==> config.mk <==
export PLATFORM = sky130hd
export DESIGN_NAME = rat_div
export DESIGN_NICKNAME = d
export VERILOG_FILES = /design/src/hdl/rotation_angle_tween_assert.svh /design/src/hdl/rat_pkg.sv /design/src/hdl/rat_div.sv
export SDC_FILE = /design/constraint.sdc
export NUM_CORES = 2
export LEC_CHECK = 0
export BUFFER_PORTS_ARGS = -buffer_cell sky130_fd_sc_hd__buf_2
export CAP_MARGIN = 20
export CORE_ASPECT_RATIO = 0.5
export CORE_MARGIN = 1
export CORE_UTILIZATION = 35
export CTS_CLUSTER_SIZE = 14
export DETAILED_ROUTE_END_ITERATION = 16
export PLACE_DENSITY = 0.5
export RECOVER_POWER = 50
export SYNTH_ARGS = -nofsm -noshare
export SYNTH_HDL_FRONTEND = slang
export SYNTH_SLANG_ARGS = --single-unit
==> constraint.sdc <==
create_clock -name clk -period 10.8 [get_ports clk]
set_clock_uncertainty 0.15 [all_clocks]
set_input_delay 0.54 -clock clk [delete_from_list [all_inputs] [get_ports clk]]
set_output_delay 0.54 -clock clk [all_outputs]
set_load 0.005 [all_outputs]
==> src/hdl/rotation_angle_tween_assert.svh <==
// ---------------------------------------------------------------------------
// Assertion macros for the rotation angle tween
// Concurrent check macros on clk with rst_n low as the disable condition;
// they expand to nothing in synthesis.
// ---------------------------------------------------------------------------
`ifndef ROTATION_ANGLE_TWEEN_ASSERT_SVH
`define ROTATION_ANGLE_TWEEN_ASSERT_SVH
`ifndef SYNTHESIS
`define RAT_ASSERT_IMP(label, ante, cons) \
  label: assert property (@(posedge clk) disable iff (!rst_n) (ante) |-> (cons)) \
    else $error("rotation_angle_tween: same-cycle check failed");
`define RAT_ASSERT_NXT(label, ante, cons) \
  label: assert property (@(posedge clk) disable iff (!rst_n) (ante) |=> (cons)) \
    else $error("rotation_angle_tween: next-cycle check failed");
`else
`define RAT_ASSERT_IMP(label, ante, cons)
`define RAT_ASSERT_NXT(label, ante, cons)
`endif
`endif

==> src/hdl/rat_pkg.sv <==
// ---------------------------------------------------------------------------
// rat_pkg
// Types, constants and the arctangent table shared by the tween pipeline.
// ---------------------------------------------------------------------------
`default_nettype none

package rat_pkg;

  // event kinds
  localparam logic [1:0] KIND_START = 2'd0;
  localparam logic [1:0] KIND_STEP  = 2'd1;
  localparam logic [1:0] KIND_STOP  = 2'd2;
  localparam logic [1:0] KIND_NONE  = 2'd3;

  // register indexes
  localparam logic [1:0] REG_ANGLE_START = 2'd0;
  localparam logic [1:0] REG_ANGLE_END   = 2'd1;
  localparam logic [1:0] REG_DURATION    = 2'd2;
  localparam int         CFG_ADDR_W      = 4;

  // time and ratio
  localparam int          TIME_W     = 52;
  localparam logic [19:0] USEC_PER_S = 20'd1000000;
  localparam int          REM_W      = 34;
  localparam int          RATIO_W    = 18;
  localparam logic [RATIO_W-1:0] RATIO_MAX = 18'h3FFFF;
  localparam logic [RATIO_W-1:0] RATIO_ONE = 18'h10000;
  localparam int DIV_STEPS     = RATIO_W;
  localparam int DIV_PER_STAGE = 2;
  localparam int DIV_STAGES    = DIV_STEPS / DIV_PER_STAGE;

  // range reduction, Q32
  localparam int ANG_W  = 36;
  localparam int V_W    = 53;
  localparam int VH_W   = 33;
  localparam int M_W    = 60;
  localparam int KE_W   = 20;
  localparam int KT_W   = 56;
  localparam int RECIP_SHIFT = 40;
  localparam logic signed [26:0]     RECIP_2PI  = 27'sd42722830;
  localparam logic signed [KT_W-1:0] TWOPI_Q32  = 56'sd26986075409;
  localparam logic signed [KT_W-1:0] PI_Q32     = 56'sd13493037705;
  localparam logic signed [KT_W-1:0] HALFPI_Q32 = 56'sd6746518852;

  // CORDIC, Q30
  localparam int CW               = 34;
  localparam int ATAN_LEN         = 30;
  localparam int CORDIC_ITERS_DEF = 16;
  localparam logic signed [CW-1:0] GAIN_Q30 = 34'sd652032874;
  localparam logic signed [CW-1:0] Q14_MAX  = 34'sd16384;

  typedef struct packed {
    logic signed [31:0] angle_start;
    logic signed [31:0] angle_end;
    logic        [31:0] duration_usec;
  } cfg_t;

  typedef struct packed {
    logic [1:0]  kind;
    logic [31:0] now_sec;
    logic [19:0] now_usec;
  } in_item_t;

  typedef struct packed {
    logic signed [15:0] cos_term;
    logic signed [15:0] sin_term;
    logic               ratio_saturated;
  } out_item_t;

  typedef struct packed {
    logic              valid;
    logic [1:0]        kind;
    logic [TIME_W-1:0] now_time;
  } time_item_t;

  typedef struct packed {
    logic               valid;
    logic [1:0]         kind;
    logic               sat;
    logic [REM_W-1:0]   rem;
    logic [RATIO_W-1:0] quo;
  } div_item_t;

  typedef struct packed {
    logic               valid;
    logic               sat;
    logic [RATIO_W-1:0] ratio;
  } ratio_item_t;

  typedef struct packed {
    logic               valid;
    logic               sat;
    logic               flip;
    logic signed [CW-1:0] x;
    logic signed [CW-1:0] y;
    logic signed [CW-1:0] z;
  } cordic_item_t;

  // arctangent of 2^-idx in Q30
  function automatic logic signed [CW-1:0] atan_q30(input int unsigned idx);
    logic signed [CW-1:0] a;
    case (idx)
      0:  a = 34'sd843314857;
      1:  a = 34'sd497837829;
      2:  a = 34'sd263043837;
      3:  a = 34'sd133525159;
      4:  a = 34'sd67021687;
      5:  a = 34'sd33543516;
      6:  a = 34'sd16775851;
      7:  a = 34'sd8388437;
      8:  a = 34'sd4194283;
      9:  a = 34'sd2097149;
      10: a = 34'sd1048576;
      11: a = 34'sd524288;
      12: a = 34'sd262144;
      13: a = 34'sd131072;
      14: a = 34'sd65536;
      15: a = 34'sd32768;
      16: a = 34'sd16384;
      17: a = 34'sd8192;
      18: a = 34'sd4096;
      19: a = 34'sd2048;
      20: a = 34'sd1024;
      21: a = 34'sd512;
      22: a = 34'sd256;
      23: a = 34'sd128;
      24: a = 34'sd64;
      25: a = 34'sd32;
      26: a = 34'sd16;
      27: a = 34'sd8;
      28: a = 34'sd4;
      29: a = 34'sd2;
      default: a = '0;
    endcase
    return a;
  endfunction

endpackage

`default_nettype wire

==> src/hdl/rat_div.sv <==
// ---------------------------------------------------------------------------
// rat_div
// Pipelined restoring divider: elapsed time * 2^16 / duration, two
// quotient bits per stage, then the ratio select by event kind.
// ---------------------------------------------------------------------------
`default_nettype none

module rat_div (
  input  wire                   clk,
  input  wire                   rst_n,
  input  wire                   adv,
  input  rat_pkg::cfg_t         cfg,
  input  rat_pkg::div_item_t    div_in,
  output rat_pkg::ratio_item_t  ratio_out
);

  localparam int N = rat_pkg::DIV_STAGES;

  rat_pkg::div_item_t        div_r   [N];
  rat_pkg::div_item_t        div_nxt [N];
  rat_pkg::div_item_t        div_src [N];
  logic [rat_pkg::REM_W-1:0] d2;
  rat_pkg::div_item_t        last;

  // divisor doubled, so the first compare yields quotient bit 17
  assign d2 = {1'b0, cfg.duration_usec, 1'b0};

  for (genvar gs = 0; gs < N; gs++) begin : g_stage
    if (gs == 0) begin : g_first
      assign div_src[gs] = div_in;
    end else begin : g_next
      assign div_src[gs] = div_r[gs-1];
    end

    // compare, subtract, shift in a quotient bit, double the remainder
    always_comb begin
      logic [rat_pkg::REM_W-1:0]   rem;
      logic [rat_pkg::RATIO_W-1:0] quo;
      rem = div_src[gs].rem;
      quo = div_src[gs].quo;
      for (int j = 0; j < rat_pkg::DIV_PER_STAGE; j++) begin
        if (rem >= d2) begin
          rem = rem - d2;
          quo = {quo[rat_pkg::RATIO_W-2:0], 1'b1};
        end else begin
          quo = {quo[rat_pkg::RATIO_W-2:0], 1'b0};
        end
        rem = {rem[rat_pkg::REM_W-2:0], 1'b0};
      end
      div_nxt[gs]     = div_src[gs];
      div_nxt[gs].rem = rem;
      div_nxt[gs].quo = quo;
    end

    always_ff @(posedge clk) begin
      if (!rst_n) begin
        div_r[gs].valid <= 1'b0;
      end else if (adv) begin
        div_r[gs] <= div_nxt[gs];
      end
    end
  end

  assign last = div_r[N-1];

  // start takes ratio zero, stop ratio one, step the quotient or the limit
  always_comb begin
    ratio_out.valid = last.valid;
    case (last.kind)
      rat_pkg::KIND_START: begin
        ratio_out.ratio = '0;
        ratio_out.sat   = 1'b0;
      end
      rat_pkg::KIND_STOP: begin
        ratio_out.ratio = rat_pkg::RATIO_ONE;
        ratio_out.sat   = 1'b0;
      end
      default: begin
        ratio_out.ratio = last.sat ? rat_pkg::RATIO_MAX : last.quo;
        ratio_out.sat   = last.sat;
      end
    endcase
  end

endmodule

`default_nettype wire

# ---- Yosys cells after proc, flatten, opt, wreduce, memory -nomap -nowiden
# Memory sizes are Yosys's and may differ from the RTL's.
# Cells that the tools add are included.
dict set report classes {
  n_mux 51
  magnitude_cmp 18
  n_reduce_logical 1
  n_addsub 18
  n_eq_ne 1
  n_bitwise 9
}
# operator n
set ops {}
lappend ops {{$ge A34 B33 Y1} 18}
lappend ops {{$mux W33} 18}
lappend ops {{$sub A33 B33 Y33} 18}
lappend ops {{$pmux W19 S2} 1}
lappend ops {{$mux W1} 31}
lappend ops {{$mux W18} 1}
lappend ops {{$or A1 B1 Y1} 9}
lappend ops {{$eq A2 B2 Y1 const B} 1}
lappend ops {{$logic_not A2 Y1} 1}
dict set report word_totals {
  input_bits 155
  register_bits 0
  output_inout_bits 20
  mem_count 1
  word_cells 99
  mem_bits_rw 495
}
# name words width read_ports rd_clocked_by_memory_dff write_ports line_no
set mem_list {}
lappend mem_list {div_r 9 55 9 0 9 rat_div.sv:19} ;# rat_pkg::div_item_t div_r [N];

# ---- Depth between registers and ports, before layout
# An unclocked memory read counts as a cell.
dict set report logic_depth {
  depth_word 5
  depth_mapped 29
}

# ---- Worst setup path after synthesis
# OpenSTA, ideal clock, no wires.
dict set report synth_timing {
  path_kind {input-to-reg}
  from {input rst_n}
  to {memory div_r[0][0] (netlist name), enable pin}
  arrival_ns 9.221
  t_required_ns 9.866
  cell_stages 2
  setup_time_ns 0.784
  path_slack_ns 0.645
  cell_sequence {clkbuf_1 > and2_1}
}
# element line_no
set synth_lines {}
lappend synth_lines {{start: declaration} rat_div.sv:10} ;# input wire rst_n,
lappend synth_lines {{end: declaration} rat_div.sv:19}

==> run metrics <==
Synth warnings=0; total via count in the routed design=39000; post-DR vias/cell=5.64; post-synthesis sequential element count=382; post-route minimum period=8.28 ns; largest buffer count on any clock path=3; weighted congestion at the end of routability-driven global placement=0.935; Biggest register=div_r; number of max-slew violations in the final report=322; path class of the lowest-slack min-delay path=primary input to flop; Num CTS Buffers=46; first-pass GRT wire length=220000 um; fraction of final layout cells sized beyond drive strength 1=10.5%; final-report setup violation count=0; mean routed wirelength per cell=20.6 um; clock tree from TritonCTS=done; placement row count=92; DRT antenna net count=0; Syn-to-layout area delta=9.06%; fraction of the mapped netlist area in compound gates=24.7%; leading post-synthesis cells by cell area=edfxtp_1 (25%), ha_1 (16%), a21oi_1 (6.0%); count of port buffers added during placement=92; slowest cell on the critical path=o211a_1; area share of fa/ha/maj cells after synthesis=16.2%; share of the synthesized netlist area taken by xor and xnor gates=8.94%; largest registers=div_r (382); endpoint type of the worst setup path=flop; total detailed-routing wirelength=142000 um; area of the core region=0.127 mm^2; total placed cells including tap cells=6827; cells on worst reg2reg path=23; unrepaired setup endpoints after global routing=false; antenna violations before repair=3; clock latency on the worst-skew pair=0.63 ns; cell area after synthesis=0.0452 mm^2; post-cts resize count=0; achievable clock frequency=121 MHz; first-pass iteration count of the detailed router=8; fraction of synthesized area in multiplexers=7.48%; maximum number of pins on one net before global-route repair=147; largest family of logic cells by synthesized area=compound AO/OA/AOI/OAI gates; DIE AREA=0.131 mm^2; top fanout value on the critical path=24; chip height=256 um; max FFs per register=382; Synth async-reset ratio=0%; Post-Synthesis Cells=5100; fill count=12800; number of H-tree branching levels=2; most common flop cell mapped by yosys=edfxtp_1; residual overflow from global routing=0; overall fraction of global-route tracks in use=21.4%; synthesized-area fraction occupied by and/or/nand/nor cells=14.5%; Period Utilization, post-route=76.6%; final routed DRC violation total=0; average footprint of a synthesized cell=8.86 um^2; sequential-to-total area share from yosys stat=25.4%; arrival time of the worst setup path=8.50 ns; cell type with the highest aggregate area in the netlist=edfxtp_1; top-level port count=175; Crit Path Class=primary input to flop; fraction of post-synthesis cell area in the top cell type by area=25.3%; starting density of the core=35.6%; count of flip-flops with a built-in enable after synthesis=381; overall die width=510 um; cell at the root of the clock tree=clkbuf_16; final hold viol count=0; count of placed standard cells in the final layout, fillers left out=6917; highest-count cells in the layout ignoring fill and taps=ha_1 (568), a21oi_1 (540), nand2_1 (388), nor2_1 (386), edfxtp_1 (381); HPWL reported at the end of detailed placement=113000 um; Ant. Diodes=0; headroom to the max-slew limit=-186%; clock transition at the registers of the reported paths=0.06 ns; failing checks=capacitance limit, slew limit; via count of the first global-routing pass=38400; CP peak stage delay=0.68 ns; WP data required=11.02 ns; hold path cells=2; total negative slack=0 ns; Num Clock Sinks=382; outcome=finished, violations left; post-layout net count=5920; most common cell after layout, fill and taps aside=ha_1; Initial DRC Count=2638; FF+latch area=0.0115 mm^2; Yosys cell types=102; multi-input logic area=0.0325 mm^2; number of nets in the synthesized netlist=5833; crit start category=primary input; transition time of the tightest slew-check pin=4.30 ns; maximum capacitance violations=4
cells by family (layout without fill, tap and decap cells):
| kind of cell | Yosys count | after routing |
|---|---|---|
| buffers and inverters | 291 | 416 |
| muxes | 286 | 286 |
| and+or+nand+nor | 1367 | 1367 |
| adders and majority gates | 578 | 578 |
| AOI/OAI and AO/OA | 1735 | 1735 |
| DFF | 382 | 382 |
| xor gates and xnor gates | 461 | 461 |
synthesized netlist by cell type, types with 26 or more instances:
library cell,count
mux2_4,47
o21ai_0,340
or3_1,26
and2_1,27
a31oi_1,51
nor3_1,76
o211ai_1,36
and3_1,44
edfxtp_1,381
nand2_1,388
nor2b_1,66
mux2_1,53
ha_1,568
o21bai_1,67
o21a_1,112
nand3_1,94
inv_1,154
mux2_2,173
a21oi_1,540
nand4_1,76
buf_2,27
nor2_1,386
nand2b_1,72
a211oi_1,48
xnor2_1,302
a21o_1,276
xor2_1,159
clkbuf_1,72
metrics by stage:
stage	setup WS (ns)	cell area [um^2]	utilization, %	hold slack [ns]
after global placement	1.93	47700	37.6	0.250
after detailed placement	1.88	47700	37.6	0.255
after floorplan	0.645	45200	-	0.250
final	2.52	49300	38.8	0.0932
after global routing	1.99	49300	38.8	0.0472
after CTS	2.55	49300	38.8	0.0339
critical path, delay by kind of cell:
kind            cells  cell delay [ns]
simple gates        6             1.46
buf+inv             5             1.75
compound gates     12             3.61
fa+ha+maj           2             0.67
mux                 1             0.37
routing by layer:
| layer | up-vias | track usage, % | wire length (um) |
|---|---|---|---|
| met5 | - | 0 | 0 |
| met4 | 0 | 6.37 | 4350 |
| met3 | 189 | 2.18 | 5230 |
| met2 | 758 | 36.7 | 66100 |
| met1 | 18600 | 28.1 | 66800 |
| li1 | 19400 | - | - |
path summary, 6_finish.rpt:
kind	from	to	slack [ns]
setup / recovery	cfg[1]	div_r[3][21]	2.52
hold / removal	div_in[55]	div_r[0][54]	0.09
setup reg to reg	div_r[2][29]	div_r[3][21]	2.84
hold reg to reg	div_r[4][1]	div_r[5][3]	0.25
what timing repair did:
| item | in CTS | in global routing |
|---|---|---|
| endpoints found under the hold margin | 3 | 0 |
| setup buffers | 0 | 0 |
| hold buffers | 3 | 0 |
| endpoints found under the setup margin | 0 | 0 |
area by class of cell:
cell class	count	share of cell area, %
inverters	162	1.24
flip-flops and latches	382	23.3
repair buffers	168	2.15
well taps	1692	4.30
clock buffers	51	2.37
multi-input cells	4427	66.0
clock inverters	35	0.703
Power is not shown: default switching activity piles up to over one toggle a cycle in this logic, so the estimate is an artifact.
