<file path="src/hdl/rotation_angle_tween_assert.svh">
// ---------------------------------------------------------------------------
// Assertion macros for the rotation angle tween
// Concurrent check macros on clk with rst_n low as the disable condition;
// they expand to nothing in synthesis.
// ---------------------------------------------------------------------------
`ifndef ROTATION_ANGLE_TWEEN_ASSERT_SVH
`define ROTATION_ANGLE_TWEEN_ASSERT_SVH
`ifndef SYNTHESIS
`define RAT_ASSERT_IMP(label, ante, cons) \
  label: assert property (@(posedge clk) disable iff (!rst_n) (ante) |-> (cons)) \
    else $error("rotation_angle_tween: same-cycle check failed");
`define RAT_ASSERT_NXT(label, ante, cons) \
  label: assert property (@(posedge clk) disable iff (!rst_n) (ante) |=> (cons)) \
    else $error("rotation_angle_tween: next-cycle check failed");
`else
`define RAT_ASSERT_IMP(label, ante, cons)
`define RAT_ASSERT_NXT(label, ante, cons)
`endif
`endif

</file>
<file path="src/hdl/rat_pkg.sv">
// ---------------------------------------------------------------------------
// rat_pkg
// Types, constants and the arctangent table shared by the tween pipeline.
// ---------------------------------------------------------------------------
`default_nettype none

package rat_pkg;

  // event kinds
  localparam logic [1:0] KIND_START = 2'd0;
  localparam logic [1:0] KIND_STEP  = 2'd1;
  localparam logic [1:0] KIND_STOP  = 2'd2;
  localparam logic [1:0] KIND_NONE  = 2'd3;

  // register indexes
  localparam logic [1:0] REG_ANGLE_START = 2'd0;
  localparam logic [1:0] REG_ANGLE_END   = 2'd1;
  localparam logic [1:0] REG_DURATION    = 2'd2;
  localparam int         CFG_ADDR_W      = 4;

  // time and ratio
  localparam int          TIME_W     = 52;
  localparam logic [19:0] USEC_PER_S = 20'd1000000;
  localparam int          REM_W      = 34;
  localparam int          RATIO_W    = 18;
  localparam logic [RATIO_W-1:0] RATIO_MAX = 18'h3FFFF;
  localparam logic [RATIO_W-1:0] RATIO_ONE = 18'h10000;
  localparam int DIV_STEPS     = RATIO_W;
  localparam int DIV_PER_STAGE = 2;
  localparam int DIV_STAGES    = DIV_STEPS / DIV_PER_STAGE;

  // range reduction, Q32
  localparam int ANG_W  = 36;
  localparam int V_W    = 53;
  localparam int VH_W   = 33;
  localparam int M_W    = 60;
  localparam int KE_W   = 20;
  localparam int KT_W   = 56;
  localparam int RECIP_SHIFT = 40;
  localparam logic signed [26:0]     RECIP_2PI  = 27'sd42722830;
  localparam logic signed [KT_W-1:0] TWOPI_Q32  = 56'sd26986075409;
  localparam logic signed [KT_W-1:0] PI_Q32     = 56'sd13493037705;
  localparam logic signed [KT_W-1:0] HALFPI_Q32 = 56'sd6746518852;

  // CORDIC, Q30
  localparam int CW               = 34;
  localparam int ATAN_LEN         = 30;
  localparam int CORDIC_ITERS_DEF = 16;
  localparam logic signed [CW-1:0] GAIN_Q30 = 34'sd652032874;
  localparam logic signed [CW-1:0] Q14_MAX  = 34'sd16384;

  typedef struct packed {
    logic signed [31:0] angle_start;
    logic signed [31:0] angle_end;
    logic        [31:0] duration_usec;
  } cfg_t;

  typedef struct packed {
    logic [1:0]  kind;
    logic [31:0] now_sec;
    logic [19:0] now_usec;
  } in_item_t;

  typedef struct packed {
    logic signed [15:0] cos_term;
    logic signed [15:0] sin_term;
    logic               ratio_saturated;
  } out_item_t;

  typedef struct packed {
    logic              valid;
    logic [1:0]        kind;
    logic [TIME_W-1:0] now_time;
  } time_item_t;

  typedef struct packed {
    logic               valid;
    logic [1:0]         kind;
    logic               sat;
    logic [REM_W-1:0]   rem;
    logic [RATIO_W-1:0] quo;
  } div_item_t;

  typedef struct packed {
    logic               valid;
    logic               sat;
    logic [RATIO_W-1:0] ratio;
  } ratio_item_t;

  typedef struct packed {
    logic               valid;
    logic               sat;
    logic               flip;
    logic signed [CW-1:0] x;
    logic signed [CW-1:0] y;
    logic signed [CW-1:0] z;
  } cordic_item_t;

  // arctangent of 2^-idx in Q30
  function automatic logic signed [CW-1:0] atan_q30(input int unsigned idx);
    logic signed [CW-1:0] a;
    case (idx)
      0:  a = 34'sd843314857;
      1:  a = 34'sd497837829;
      2:  a = 34'sd263043837;
      3:  a = 34'sd133525159;
      4:  a = 34'sd67021687;
      5:  a = 34'sd33543516;
      6:  a = 34'sd16775851;
      7:  a = 34'sd8388437;
      8:  a = 34'sd4194283;
      9:  a = 34'sd2097149;
      10: a = 34'sd1048576;
      11: a = 34'sd524288;
      12: a = 34'sd262144;
      13: a = 34'sd131072;
      14: a = 34'sd65536;
      15: a = 34'sd32768;
      16: a = 34'sd16384;
      17: a = 34'sd8192;
      18: a = 34'sd4096;
      19: a = 34'sd2048;
      20: a = 34'sd1024;
      21: a = 34'sd512;
      22: a = 34'sd256;
      23: a = 34'sd128;
      24: a = 34'sd64;
      25: a = 34'sd32;
      26: a = 34'sd16;
      27: a = 34'sd8;
      28: a = 34'sd4;
      29: a = 34'sd2;
      default: a = '0;
    endcase
    return a;
  endfunction

endpackage

`default_nettype wire

</file>
<file path="src/hdl/rat_front.sv">
// ---------------------------------------------------------------------------
// rat_front
// Time front end: forms the microsecond timestamp, latches the start time
// and prepares the elapsed time for the ratio divider.
// ---------------------------------------------------------------------------
`default_nettype none

module rat_front (
  input  wire                  clk,
  input  wire                  rst_n,
  input  wire                  adv,
  input  rat_pkg::cfg_t        cfg,
  input  wire                  item_valid,
  input  rat_pkg::in_item_t    item,
  output rat_pkg::div_item_t   div_out
);

  rat_pkg::time_item_t           tm_r, tm_nxt;
  rat_pkg::div_item_t            dv_r, dv_nxt;
  logic [rat_pkg::TIME_W-1:0]    start_r, start_nxt;
  logic [rat_pkg::TIME_W-1:0]    diff;

  // timestamp: seconds times one million plus microseconds, mod 2^52
  always_comb begin
    tm_nxt.valid    = item_valid;
    tm_nxt.kind     = item.kind;
    tm_nxt.now_time = rat_pkg::TIME_W'(item.now_sec) * rat_pkg::TIME_W'(rat_pkg::USEC_PER_S)
                    + rat_pkg::TIME_W'(item.now_usec);
  end

  // elapsed time and saturation test
  always_comb begin
    diff          = tm_r.now_time - start_r;
    dv_nxt.valid  = tm_r.valid;
    dv_nxt.kind   = tm_r.kind;
    dv_nxt.sat    = (cfg.duration_usec == 32'd0) ||
                    (diff >= {18'd0, cfg.duration_usec, 2'b00});
    dv_nxt.rem    = diff[rat_pkg::REM_W-1:0];
    dv_nxt.quo    = '0;
    start_nxt     = start_r;
    if (tm_r.valid && (tm_r.kind == rat_pkg::KIND_START)) begin
      start_nxt = tm_r.now_time;
    end
  end

  always_ff @(posedge clk) begin
    if (!rst_n) begin
      tm_r.valid <= 1'b0;
      dv_r.valid <= 1'b0;
      start_r    <= '0;
    end else if (adv) begin
      tm_r    <= tm_nxt;
      dv_r    <= dv_nxt;
      start_r <= start_nxt;
    end
  end

  assign div_out = dv_r;

endmodule

`default_nettype wire

</file>
<file path="config.mk">
export PLATFORM = sky130hd
export DESIGN_NAME = rat_front
export DESIGN_NICKNAME = d
export VERILOG_FILES = /design/src/hdl/rotation_angle_tween_assert.svh /design/src/hdl/rat_pkg.sv /design/src/hdl/rat_front.sv
export SDC_FILE = /design/constraint.sdc
export NUM_CORES = 1
export LEC_CHECK = 0
export BUFFER_PORTS_ARGS = -buffer_cell sky130_fd_sc_hd__buf_2
export CAP_MARGIN = 20
export CORE_MARGIN = 1
export CORE_UTILIZATION = 50
export CTS_BUF_LIST = sky130_fd_sc_hd__clkbuf_8
export CTS_CLUSTER_SIZE = 14
export DETAILED_ROUTE_END_ITERATION = 8
export PLACE_DENSITY = 0.72
export SLEW_MARGIN = 20
export SYNTH_ARGS = -nofsm -noshare
export SYNTH_HDL_FRONTEND = slang
export SYNTH_SLANG_ARGS = --single-unit
</file>
<file path="constraint.sdc">
create_clock -name clk -period 19.9 [get_ports clk]
set_clock_uncertainty 0.1 [all_clocks]
set_input_delay 0 -clock clk [delete_from_list [all_inputs] [get_ports clk]]
set_output_delay 0 -clock clk [all_outputs]
set_load 0.05 [all_outputs]
</file>
After elaboration in Yosys (flattened, before gate mapping):

Cells that the tools add are included.

* $add $sub $neg: 2
* $mul: 1
* div/mod/pow operators: 0
* $lt $le $gt $ge: 1
* eq/ne operators: 0
* shift operators: 0
* muxes and demuxes: 0
* bitwise gates (word level): 0
* reductions and logical operators: 6

Operators with widths (number)
* $add A52 B20 Y52: 1
* $ge A52 B34 Y1: 1
* $sub A52 B52 Y52: 1
* $mul A32 B14 Y46 const B: 1
* $logic_not A32 Y1: 1
* $reduce_and A2 Y1: 2
* $logic_not A2 Y1: 1
* $logic_and A1 B1 Y1: 1
* $logic_or A1 B1 Y1: 1

* register bits: 145
* bits in latches: 0
* bits in writable memories: 0
* memory bits (read-only): 0
* bits of input ports: 154
* output and inout bits: 56
* word-level logic and storage cells: 18
* memories kept: 0

Logic depth before layout (Yosys ltp):

* depth in word-level cells: 3
* depth in mapped cells: 27
* mapped depth without buffers: 26

Worst setup path before layout:

Ideal clock, no wire load.

* kind: in2reg
* start point: input item[29] in the netlist's numbering
* end point: register tm_r[50] in the netlist's numbering, data pin
* setup time: 0.261 ns
* data arrival time: 6.125 ns
* data required time: 19.539 ns
* slack: 13.414 ns
* cell stages on the path: 23
* buffers on the path: 1
* path through: inv_1 fa_1 inv_1 fa_1 fa_1 fa_1 ha_1 inv_1 fa_1 inv_1 ha_1 clkbuf_1 nand4_1 or2_2 a2111oi_0 nor3_1 nor3_1 and2_1 nand3_1 or2_2 nor2_1 nand4_1 xnor2_1

RTL lines
* start, declared: RTL line rat_front.sv:14 `input rat_pkg::in_item_t item,`
* end signal, assigned: RTL line rat_front.sv:52 `tm_r <= tm_nxt;`
* end, declared: RTL line rat_front.sv:18 `rat_pkg::time_item_t tm_r, tm_nxt;`

==> impl_results.md <==
- Outcome: finished clean
- Die area: 0.0361 mm2
- CTS sink count: 145
- CP Class: reg2reg
- Clk slew on worst S/H paths: 0.09 ns
- Pin count of the biggest net entering global routing: 92
- Max clock buf depth: 2
- FF-to-FF setup slack: 12.77 ns
- Starting Density: 51.0%
- Final setup viols: 0
- Count of state elements after synthesis: 145
- Worst-margin pin slew: 0.927 ns
- GRT Total Usage: 22.2%
- Share of post-route cells with drive strength above 1: 8.73%
- Core Region: 0.0346 mm2
- Initial antenna violation count: 0
- GPL Wtd Cong: 0.922
- Pre-Repair DR Iteration Count: 5
- GR Util met3: 2.08%
- Worst Path Required: 20.02 ns
- Yosys top cell by area: ha_1
- Ys flop type: edfxtp_1
- Worst rel slew slack: 36.6%
- Post-route ant nets: 0
- Distinct cell type count of the synthesized netlist: 71
- Startpoint types: flip-flop
- Final hold vios: 0
- Global route hottest layer: met2
- IO Port Bufs: 127
- Tcrit/Tclk final: 35.8%
- TritonCTS clock tree: built
- Share of the synthesized area in the top cell type: 17.7%
- Seq/Total Area, Yosys: 21.6%
- Root Driver: clkbuf_8
- Dominant cells by area after synthesis: ha_1 (18%), fa_1 (16%), edfxtp_1 (15%)
- ANT cells: 0
- Finished Core Util: 55.8%
- DIE WIDTH: 190 um
- Crit-path max FO: 7
- Setup TNS Final: 0 ns
- Hpwl dp: 33.2 mm
- RSZ-0062 raised after global routing: no
- Fin nets: 2648
- Detailed Route Iter0 Violations: 622
- GR Util met2: 37.8%
- First-pass GRT wire length: 65.2 mm
- Vias in the first global route: 13596
- GR Overflow Total: 0
- Worst-Skew Late Latency: 0.46 ns
- H-tree levels: 4
- Max Cap Viol: 0
- Yosys warning count: 0
- Avg Synthesized Cell Area: 8.90 um2
- Vias: 13865
- Slew Limit Fails: 0
- Average vias per placed instance: 5.38
- Die Y: 190 um
- Area grow syn2layout: 9.37%
- Cts bufs inserted: 17
- Post-CTS Setup Inserts: 0
- Core Rows: 68
- Number of synthesized flops with an enable pin: 91
- FFs w/ async S/R, synth: 0%
- Fmax: 140 MHz
- Min-delay worst type: in2reg
- Synth Cell Area: 0.0177 mm2
- Drt total wl: 39.8 mm
- Min cycle time layout: 7.13 ns
- Io pins: 210
- # DRC: 0
- Met1 Use GR: 29.7%
- CP endpoint kind: flip-flop
- Post-Synthesis Cells: 1987
- Worst EP arrival: 7.25 ns
- Routed len/inst: 15.5 um
[sequential cells by signal, summed over array words and instances (netlist names)]
register	count
div_out	38
dv_nxt	3
tm_r	52
start_r	52
[cell families (layout without fill, tap and decap cells)]
family	Yosys count	count (layout)	synth area share (%)
other	1	18	0.0212
and+or+nand+nor	499	499	13.3
adders and majority gates	387	387	33.2
buffers and inverters	373	489	8.42
DFF	145	145	21.6
muxes	11	11	0.651
AOI/OAI and AO/OA	453	453	17.0
xor gates and xnor gates	118	118	5.85
[layout by cell type, fill, tap and decap left out, types with 6 or more instances in the layout]
cell,synthesis,final
a211o_1,6,6
a211oi_1,14,14
a21boi_0,55,55
a21o_1,60,60
a21oi_1,125,125
a31oi_1,9,9
and2_1,14,13
and3_1,10,10
buf_2,1,127
clkbuf_8,0,18
conb_1,1,18
dfxtp_1,54,54
dlygate4sd3_1,0,28
edfxtp_1,91,91
fa_1,137,137
ha_1,250,250
inv_1,296,299
mux2i_1,7,7
nand2_1,213,213
nand2b_1,16,16
nand3_1,27,27
nand4_1,39,39
nor2_1,85,85
nor2b_1,12,12
nor3_1,27,26
nor4_1,12,12
o2111ai_1,7,7
o211ai_1,9,9
o21a_1,16,16
o21ai_0,70,70
o21bai_1,18,18
o311ai_0,6,6
o31ai_1,9,9
or2_2,7,7
or3_1,14,14
or4_1,7,7
xnor2_1,80,80
xor2_1,38,38
[synthesized netlist by cell type, types with 9 or more instances]
master / number
inv_1: 296
ha_1: 250
nand2_1: 213
fa_1: 137
a21oi_1: 125
edfxtp_1: 91
nor2_1: 85
xnor2_1: 80
o21ai_0: 70
a21o_1: 60
a21boi_0: 55
clkbuf_1: 55
dfxtp_1: 54
nand4_1: 39
xor2_1: 38
nand3_1: 27
nor3_1: 27
buf_4: 19
o21bai_1: 18
nand2b_1: 16
o21a_1: 16
a211oi_1: 14
and2_1: 14
or3_1: 14
nor2b_1: 12
nor4_1: 12
and3_1: 10
a31oi_1: 9
o211ai_1: 9
o31ai_1: 9
[routing by layer]
layer,vias to the layer above,part of all wire [%]
met4,0,2.1
met2,325,48
met1,6444,47
li1,7045,-
met3,51,3.4
met5,-,0
[critical path: stages (launching register included)]
cell and delay [ns]:
edfxtp_1 0.44, ha_1 0.42, a21oi_1 0.23, o21ai_0 0.17
a221oi_1 0.48, a21oi_1 0.19, o21ai_0 0.46, nand2_1 0.17
xnor2_1 0.34, ha_1 0.32, a21o_1 0.16, a21o_1 0.17
a21oi_1 0.20, o311ai_0 0.16, o21ai_0 0.27, nor4b_1 0.46
o41ai_1 0.18, or4_1 0.57, or4_1 0.53, or4_1 0.53
a2111o_1 0.36
[cell type report]
cell class / count / area [um2]
Tap cell: 455 / 569
Sequential cell: 145 / 3810
Clock inverter: 14 / 164
Clock buffer: 18 / 248
Multi-Input combinational cell: 1486 / 12400
Timing Repair Buffer: 161 / 981
Inverter: 296 / 1110
Fill cell: 3037 / 15300
[final timing paths]
check | start | endpoint | cells after the start
worst min register to register | start_r[4]$_SDFFE_PN0P_ | start_r[4]$_SDFFE_PN0P_ | 2
worst max register to register | tm_r[8]$_DFFE_PP_ | div_out[52]$_DFFE_PP_ | 20
worst min-delay path | rst_n | start_r[3]$_SDFFE_PN0P_ | 3
worst max-delay path | tm_r[8]$_DFFE_PP_ | div_out[52]$_DFFE_PP_ | 20
[metrics by stage]
stage                     instance area, um2  hold WS, ns  setup WS [ns]  cells
after detailed placement               18600       0.0781          12.71   2514
final                                  19300       0.0524          12.77   2575
after CTS                              19300       0.0246          12.80   2574
after global placement                 18600       0.0803          12.81   2514
after floorplan                        17700     -0.00113          13.41   2004
after global routing                   19300       0.0706          12.49   2575
[repair_timing]
| action | 4_1_cts | 5_1_grt |
|---|---|---|
| endpoints found under the hold margin | 24 | 0 |
| resized for setup | 0 | 0 |
| hold buffers | 28 | 0 |
Power is not shown: default switching activity piles up to over one toggle a cycle in this logic, so the estimate is an artifact.
