### src/hdl/rotation_angle_tween_assert.svh
// ---------------------------------------------------------------------------
// Assertion macros for the rotation angle tween
// Concurrent check macros on clk with rst_n low as the disable condition;
// they expand to nothing in synthesis.
// ---------------------------------------------------------------------------
`ifndef ROTATION_ANGLE_TWEEN_ASSERT_SVH
`define ROTATION_ANGLE_TWEEN_ASSERT_SVH
`ifndef SYNTHESIS
`define RAT_ASSERT_IMP(label, ante, cons) \
  label: assert property (@(posedge clk) disable iff (!rst_n) (ante) |-> (cons)) \
    else $error("rotation_angle_tween: same-cycle check failed");
`define RAT_ASSERT_NXT(label, ante, cons) \
  label: assert property (@(posedge clk) disable iff (!rst_n) (ante) |=> (cons)) \
    else $error("rotation_angle_tween: next-cycle check failed");
`else
`define RAT_ASSERT_IMP(label, ante, cons)
`define RAT_ASSERT_NXT(label, ante, cons)
`endif
`endif

### src/hdl/rat_pkg.sv
// ---------------------------------------------------------------------------
// rat_pkg
// Types, constants and the arctangent table shared by the tween pipeline.
// ---------------------------------------------------------------------------
`default_nettype none

package rat_pkg;

  // event kinds
  localparam logic [1:0] KIND_START = 2'd0;
  localparam logic [1:0] KIND_STEP  = 2'd1;
  localparam logic [1:0] KIND_STOP  = 2'd2;
  localparam logic [1:0] KIND_NONE  = 2'd3;

  // register indexes
  localparam logic [1:0] REG_ANGLE_START = 2'd0;
  localparam logic [1:0] REG_ANGLE_END   = 2'd1;
  localparam logic [1:0] REG_DURATION    = 2'd2;
  localparam int         CFG_ADDR_W      = 4;

  // time and ratio
  localparam int          TIME_W     = 52;
  localparam logic [19:0] USEC_PER_S = 20'd1000000;
  localparam int          REM_W      = 34;
  localparam int          RATIO_W    = 18;
  localparam logic [RATIO_W-1:0] RATIO_MAX = 18'h3FFFF;
  localparam logic [RATIO_W-1:0] RATIO_ONE = 18'h10000;
  localparam int DIV_STEPS     = RATIO_W;
  localparam int DIV_PER_STAGE = 2;
  localparam int DIV_STAGES    = DIV_STEPS / DIV_PER_STAGE;

  // range reduction, Q32
  localparam int ANG_W  = 36;
  localparam int V_W    = 53;
  localparam int VH_W   = 33;
  localparam int M_W    = 60;
  localparam int KE_W   = 20;
  localparam int KT_W   = 56;
  localparam int RECIP_SHIFT = 40;
  localparam logic signed [26:0]     RECIP_2PI  = 27'sd42722830;
  localparam logic signed [KT_W-1:0] TWOPI_Q32  = 56'sd26986075409;
  localparam logic signed [KT_W-1:0] PI_Q32     = 56'sd13493037705;
  localparam logic signed [KT_W-1:0] HALFPI_Q32 = 56'sd6746518852;

  // CORDIC, Q30
  localparam int CW               = 34;
  localparam int ATAN_LEN         = 30;
  localparam int CORDIC_ITERS_DEF = 16;
  localparam logic signed [CW-1:0] GAIN_Q30 = 34'sd652032874;
  localparam logic signed [CW-1:0] Q14_MAX  = 34'sd16384;

  typedef struct packed {
    logic signed [31:0] angle_start;
    logic signed [31:0] angle_end;
    logic        [31:0] duration_usec;
  } cfg_t;

  typedef struct packed {
    logic [1:0]  kind;
    logic [31:0] now_sec;
    logic [19:0] now_usec;
  } in_item_t;

  typedef struct packed {
    logic signed [15:0] cos_term;
    logic signed [15:0] sin_term;
    logic               ratio_saturated;
  } out_item_t;

  typedef struct packed {
    logic              valid;
    logic [1:0]        kind;
    logic [TIME_W-1:0] now_time;
  } time_item_t;

  typedef struct packed {
    logic               valid;
    logic [1:0]         kind;
    logic               sat;
    logic [REM_W-1:0]   rem;
    logic [RATIO_W-1:0] quo;
  } div_item_t;

  typedef struct packed {
    logic               valid;
    logic               sat;
    logic [RATIO_W-1:0] ratio;
  } ratio_item_t;

  typedef struct packed {
    logic               valid;
    logic               sat;
    logic               flip;
    logic signed [CW-1:0] x;
    logic signed [CW-1:0] y;
    logic signed [CW-1:0] z;
  } cordic_item_t;

  // arctangent of 2^-idx in Q30
  function automatic logic signed [CW-1:0] atan_q30(input int unsigned idx);
    logic signed [CW-1:0] a;
    case (idx)
      0:  a = 34'sd843314857;
      1:  a = 34'sd497837829;
      2:  a = 34'sd263043837;
      3:  a = 34'sd133525159;
      4:  a = 34'sd67021687;
      5:  a = 34'sd33543516;
      6:  a = 34'sd16775851;
      7:  a = 34'sd8388437;
      8:  a = 34'sd4194283;
      9:  a = 34'sd2097149;
      10: a = 34'sd1048576;
      11: a = 34'sd524288;
      12: a = 34'sd262144;
      13: a = 34'sd131072;
      14: a = 34'sd65536;
      15: a = 34'sd32768;
      16: a = 34'sd16384;
      17: a = 34'sd8192;
      18: a = 34'sd4096;
      19: a = 34'sd2048;
      20: a = 34'sd1024;
      21: a = 34'sd512;
      22: a = 34'sd256;
      23: a = 34'sd128;
      24: a = 34'sd64;
      25: a = 34'sd32;
      26: a = 34'sd16;
      27: a = 34'sd8;
      28: a = 34'sd4;
      29: a = 34'sd2;
      default: a = '0;
    endcase
    return a;
  endfunction

endpackage

`default_nettype wire

### src/hdl/rat_reduce.sv
// ---------------------------------------------------------------------------
// rat_reduce
// Angle interpolation and range reduction into [-pi/2, pi/2] in five
// stages: scale, sum, reciprocal estimate, multiple of 2*pi, fold.
// ---------------------------------------------------------------------------
`default_nettype none

module rat_reduce (
  input  wire                    clk,
  input  wire                    rst_n,
  input  wire                    adv,
  input  rat_pkg::cfg_t          cfg,
  input  rat_pkg::ratio_item_t   ratio_in,
  output rat_pkg::cordic_item_t  cordic_out
);

  typedef struct packed {
    logic               valid;
    logic               sat;
    logic signed [51:0] prod;
  } s1_t;

  typedef struct packed {
    logic                            valid;
    logic                            sat;
    logic signed [rat_pkg::V_W-1:0]  v;
  } s2_t;

  typedef struct packed {
    logic                            valid;
    logic                            sat;
    logic signed [rat_pkg::V_W-1:0]  v;
    logic signed [rat_pkg::M_W-1:0]  m;
  } s3_t;

  typedef struct packed {
    logic                            valid;
    logic                            sat;
    logic signed [rat_pkg::V_W-1:0]  v;
    logic signed [rat_pkg::KT_W-1:0] kt;
  } s4_t;

  s1_t s1_r, s1_nxt;
  s2_t s2_r, s2_nxt;
  s3_t s3_r, s3_nxt;
  s4_t s4_r, s4_nxt;
  rat_pkg::cordic_item_t s5_r, s5_nxt;

  logic signed [32:0]                  delta;
  logic signed [rat_pkg::RATIO_W:0]    ratio_s;
  logic signed [rat_pkg::ANG_W-1:0]    ang;
  logic signed [rat_pkg::VH_W-1:0]     vh;
  logic signed [rat_pkg::KE_W-1:0]     ke;
  logic signed [rat_pkg::KT_W-1:0]     w0, w1, rr;

  // scale the angle span by the ratio
  always_comb begin
    delta        = {cfg.angle_end[31], cfg.angle_end} - {cfg.angle_start[31], cfg.angle_start};
    ratio_s      = {1'b0, ratio_in.ratio};
    s1_nxt.valid = ratio_in.valid;
    s1_nxt.sat   = ratio_in.sat;
    s1_nxt.prod  = delta * ratio_s;
  end

  // add the start angle, move to Q32 and offset by pi
  always_comb begin
    ang          = {{4{cfg.angle_start[31]}}, cfg.angle_start} + s1_r.prod[51:16];
    s2_nxt.valid = s1_r.valid;
    s2_nxt.sat   = s1_r.sat;
    s2_nxt.v     = {ang[rat_pkg::ANG_W-1], ang, 16'd0} + rat_pkg::PI_Q32[rat_pkg::V_W-1:0];
  end

  // estimate the turn count with a reciprocal of 2*pi
  always_comb begin
    vh           = s2_r.v[rat_pkg::V_W-1:20];
    s3_nxt.valid = s2_r.valid;
    s3_nxt.sat   = s2_r.sat;
    s3_nxt.v     = s2_r.v;
    s3_nxt.m     = vh * rat_pkg::RECIP_2PI;
  end

  // whole turns in Q32
  always_comb begin
    ke           = s3_r.m[rat_pkg::M_W-1:rat_pkg::RECIP_SHIFT];
    s4_nxt.valid = s3_r.valid;
    s4_nxt.sat   = s3_r.sat;
    s4_nxt.v     = s3_r.v;
    s4_nxt.kt    = ke * rat_pkg::TWOPI_Q32;
  end

  // correct the estimate by one turn, drop the pi offset, fold to half pi
  always_comb begin
    w0 = {{(rat_pkg::KT_W-rat_pkg::V_W){s4_r.v[rat_pkg::V_W-1]}}, s4_r.v} - s4_r.kt;
    if (w0 >= rat_pkg::TWOPI_Q32) begin
      w1 = w0 - rat_pkg::TWOPI_Q32;
    end else if (w0 < 0) begin
      w1 = w0 + rat_pkg::TWOPI_Q32;
    end else begin
      w1 = w0;
    end
    rr          = w1 - rat_pkg::PI_Q32;
    s5_nxt.flip = 1'b0;
    if (rr > rat_pkg::HALFPI_Q32) begin
      rr          = rr - rat_pkg::PI_Q32;
      s5_nxt.flip = 1'b1;
    end else if (rr < -rat_pkg::HALFPI_Q32) begin
      rr          = rr + rat_pkg::PI_Q32;
      s5_nxt.flip = 1'b1;
    end
    s5_nxt.valid = s4_r.valid;
    s5_nxt.sat   = s4_r.sat;
    s5_nxt.x     = rat_pkg::GAIN_Q30;
    s5_nxt.y     = '0;
    s5_nxt.z     = rr[rat_pkg::CW+1:2];
  end

  always_ff @(posedge clk) begin
    if (!rst_n) begin
      s1_r.valid <= 1'b0;
      s2_r.valid <= 1'b0;
      s3_r.valid <= 1'b0;
      s4_r.valid <= 1'b0;
      s5_r.valid <= 1'b0;
    end else if (adv) begin
      s1_r <= s1_nxt;
      s2_r <= s2_nxt;
      s3_r <= s3_nxt;
      s4_r <= s4_nxt;
      s5_r <= s5_nxt;
    end
  end

  assign cordic_out = s5_r;

endmodule

`default_nettype wire

### config.mk
export PLATFORM = sky130hd
export DESIGN_NAME = rat_reduce
export DESIGN_NICKNAME = d
export VERILOG_FILES = /design/src/hdl/rotation_angle_tween_assert.svh /design/src/hdl/rat_pkg.sv /design/src/hdl/rat_reduce.sv
export SDC_FILE = /design/constraint.sdc
export NUM_CORES = 2
export LEC_CHECK = 0
export BUFFER_PORTS_ARGS = -buffer_cell sky130_fd_sc_hd__buf_2
export CAP_MARGIN = 20
export CORE_UTILIZATION = 45
export CTS_CLUSTER_DIAMETER = 50
export DETAILED_ROUTE_END_ITERATION = 8
export PLACE_DENSITY = 0.62
export SLEW_MARGIN = 20
export SYNTH_ARGS = -nofsm -noshare
export SYNTH_HDL_FRONTEND = slang
export SYNTH_SLANG_ARGS = --single-unit
### constraint.sdc
create_clock -name clk -period 14.7 [get_ports clk]
set_clock_uncertainty 0.05 [all_clocks]
set_input_delay 2.94 -clock clk [delete_from_list [all_inputs] [get_ports clk]]
set_output_delay 2.94 -clock clk [all_outputs]
set_load 0.01 [all_outputs]
Word level (Yosys, flattened, before mapping):

Index checks and enable logic that the tools add are counted.

* bits in registers: 371
* input bits: 119
* output and inout port bits: 105
* logic and storage cells: 40

* add/sub/neg operators: 9
* multiply operators: 3
* magnitude comparators: 4
* mux-type cells: 5
* reduce and logical (&&, ||, !) cells: 1

Operators by type and width (count)
* $mux 56: 2
* $mux 36: 2
* $mul 33x26->59 const B: 1
* $add 56x36->56 const B: 1
* $ge 56x36->1 const B: 1
* $gt 56x34->1 const B: 1
* $lt 56x1->1 const B: 1
* $lt 56x34->1 const B: 1
* $mul 20x36->56 const B: 1
* $sub 56x35->56 const B: 1
* $sub 56x36->56 const B: 1
* $sub 56x56->56: 1
* $add 52x35->53 const B: 1
* $mul 33x19->52: 1
* $add 36x35->36 const B: 1
* $add 36x36->36: 1
* $sub 36x35->36 const B: 1
* $sub 32x32->33: 1
* $reduce_and 2->1: 1
* $mux 1: 1

Depth between registers and ports, before layout:

* depth in word-level cells: 8
* depth in mapped cells: 50
* depth with buffers taken out: 49

Worst setup path after synthesis:

Ideal clock, no wire load.

* kind: input to register
* start point: in cfg[65] (netlist bit)
* end point: reg s1_r[51] (netlist bit) (data pin)
* setup time: 0.260 ns
* data arrival time: 13.100 ns
* data required time: 14.390 ns
* setup slack: 1.291 ns
* stages on the path: 47
* path buffers: 1
* cells stage by stage: inv_1 ha_1 nor2b_1 o21ai_0 a21boi_0 o21ai_0 a21boi_0 o21ai_0 a21boi_0 o21ai_0 a21boi_0 o21ai_0 a21boi_0 o21ai_0 a21boi_0 o41a_1 a41o_1 o41a_1 (+11 left out) fa_1 inv_1 fa_1 inv_1 fa_1 ha_1 and3_1 o311ai_0 and3_1 o31ai_1 o211a_1 o21a_1 nand4_1 a21boi_0 o21ai_0 a21oi_1 a21oi_1 xnor2_1

RTL lines
* from (decl): line rat_reduce.sv:12 `input rat_pkg::cfg_t cfg,`
* to (signal assigned): line rat_reduce.sv:125 `s1_r <= s1_nxt;`
* to (decl): line rat_reduce.sv:43 `s1_t s1_r, s1_nxt;`

==> reports/metrics.yaml <==
fillerInstances: 14118
die_w_um: 389
synth_top_area_share_pct: 33.9
synthToLayoutAreaGrowth_pct: 6.22
cpMaxStageDelayCell: "fa_1"
synth-main-ff-cell: "edfxtp_1"
yosysUniqueCellTypes: 114
cp_max_fo: 4
period_share_pct: 95.1
core_um2: 148000
io_pins: 224
dieArea_um2: 151000
critPathMostFrequentCell: "o21ai_0"
final-setup-viol-count: 0
yosys_warnings: 0
firstDrtPassIters: 6
critPathBufInv: 8
cts.sinks: 268
required_ps: 15020
track_usage_pct: 24.3
crit_family: "compound AO/OA/AOI/OAI gates"
routed_wl_mm: 180
multi_input_area_um2: 52800
max_stage_delay_ps: 560
insertion_delay_ps: 620
antenna_found_initial: 4
synth_area_um2: 67300
synthTopCellsByArea: "fa_1, ha_1, edfxtp_1"
synth_edf_count: 263
grt_pass1_wl_mm: 292
path_class: "input pin to flop"
r2r_start: "s4_r[1]$_DFFE_PP_"
synth_top_area_cell: "fa_1"
ff2ff_path_depth: 33
ant_nets: 0
r2r_slack_ps: 3410
die_h_um: 389
ys_ff_latch: 268
drv_cap: 0
rsz0062_at_grt: "false"
numCtsBuffers: 45
max_freq_mhz: 71.5
hpwl_mm: 150
wire_per_inst_um: 19.6
synthArstFlopShare_pct: 0
crit_path_start: "cfg[65]"
vias: 50646
min_path_type: "flop to flop"
whs_path_depth: 0
grt_pass1_vias: 53164
final_area_um2: 71500
clock_path_buffers: 3
start_kind: "input pin"
start_util_pct: 45.4
slew_headroom_pct: 27.7
critical_path_arrival_ps: 14300
clk_pin_slew_ps: 50
end_kind: "flop"
grt_max_degree: 158
overflow: 0
post_synth_inst_count: 7194
htree_levels: 2
drc: 0
drive_above_1_share_pct: 5.45
row_count: 141
cts-root-buf: "clkbuf_16"
io_buffers: 123
status: "finished clean"
final_nets: 9261
hold_path_startpoint: "s3_r[103]$_DFFE_PP_"
hold_viol_final: 0
routed_via_density: 5.50
final_common_cell: "inv_1"
min_to: "s4_r[99]$_DFFE_PP_"
worst_pin_slew_ps: 1080
drt_iter0_drc: 3069
r2r_end: "cordic_out[17]$_DFFE_PP_"
syn_area_per_cell_um2: 9.36
min_period_ps: 13980
ff_latch_area_um2: 8000
yosysSeqAreaShare_pct: 11.9
final_cell_mix: "inv_1, fa_1, ha_1, nand2_1, nor2_1"
placed_area_um2: 70000
final_max_slew_viol_count: 0
gp_congestion: 0.923
cts_tree: "yes"
## metrics by stage
step	hold slack, ps	cells	TNS (ps)	util, %	setup slack, ps
floorplan	350	7260	0	-	1290
global route	371	9202	0	48.3	14.6
finish	363	9203	0	48.3	715
global placement	351	9119	-8.32	47.2	-8.32
detailed placement	355	9119	-130	47.2	-94.8
CTS	366	9202	0	48.2	515
## flip-flops by register name, summed over array words and instances (netlist names)
register    count
cordic_out     37
ke             20
s1_r           38
s2_r           39
s3_r           39
s4_r           95
## cells in the mapped netlist (13+ instances only)
| master | n |
|---|---|
| nand2_1 | 579 |
| o21ai_1 | 20 |
| a211oi_1 | 54 |
| o31a_1 | 16 |
| a21boi_0 | 18 |
| o21a_1 | 53 |
| o22ai_1 | 19 |
| fa_1 | 1140 |
| a31oi_1 | 54 |
| or3_1 | 60 |
| clkbuf_1 | 170 |
| nor3_1 | 122 |
| or2_2 | 23 |
| nor4_1 | 55 |
| a311oi_1 | 14 |
| and3_1 | 59 |
| o31ai_1 | 23 |
| nand4_1 | 46 |
| buf_4 | 73 |
| nor2_1 | 280 |
| a21oi_1 | 251 |
| nor2b_1 | 58 |
| o211ai_1 | 49 |
| o21ai_0 | 184 |
| mux2i_1 | 27 |
| o21bai_1 | 27 |
| nand2b_1 | 33 |
| nand3_1 | 120 |
| a21o_1 | 79 |
| buf_2 | 35 |
| edfxtp_1 | 263 |
| buf_1 | 13 |
| ha_1 | 766 |
| nor3b_1 | 13 |
| or4_1 | 13 |
| inv_1 | 1445 |
| a22oi_1 | 13 |
| a2111oi_0 | 21 |
| and2_1 | 266 |
| xnor2_1 | 272 |
| xor2_1 | 91 |
## kinds of logic after synthesis
kind of cell / after synthesis / synth area share, %
xor+xnor: 365 / 4.77
flops: 268 / 11.9
fa+ha+maj: 1906 / 48.1
buf+inv: 1740 / 10.2
other cells: 2 / 0.0112
simple gates: 1799 / 13.4
compound gates: 1085 / 11.1
mux: 29 / 0.435
## layer usage
metal  vias up  global-route usage [%]  wire length, um
li1      23548                       -                -
met1     25536                    31.3            76500
met2      1290                    43.3            90400
met3       272                    2.37             8180
met4         0                    6.89             5230
met5         -                       0                0
## worst register-to-register path: cells and delay by family (launching register included)
| kind | cells | cell delay [ps] |
|---|---|---|
| flip-flops | 1 | 510 |
| AND/OR/NAND/NOR | 11 | 3330 |
| adder cells (fa/ha/maj) | 2 | 670 |
| AO/OA/AOI/OAI | 13 | 4610 |
| XOR/XNOR | 3 | 820 |
| buffers and inverters | 4 | 1140 |
## how the worst max path moves through the flow
stage                         end  depth (start not counted)  slack (ps)
2_1_floorplan  s1_r[51]$_DFFE_PP_                         47        1290
3_3_place_gp   s1_r[51]$_DFFE_PP_                         48          -8
3_5_place_dp   s1_r[51]$_DFFE_PP_                         48         -90
4_1_cts        s1_r[51]$_DFFE_PP_                         48         520
5_1_grt        s1_r[51]$_DFFE_PP_                         49          10
6_report       s1_r[45]$_DFFE_PP_                         49         720
## what timing repair did
item | CTS | global route
hold buffers | 0 | 0
hold endpoints to repair | 0 | 0
buffers inserted | 0 | 0
resized for setup | 0 | 4
setup endpoints to repair | 0 | 5
## layout make-up
cell class                 count  area share (%)
antenna                        1         0.00350
clock buffer                  49            1.63
clock inverter                34           0.504
inverter                    1445            7.58
multi-input combinational   5252            73.8
sequential                   268            11.2
tap                         1930            3.38
timing repair buffer         224            1.94
Power is not shown: default switching activity piles up to over one toggle a cycle in this logic, so the estimate is an artifact.
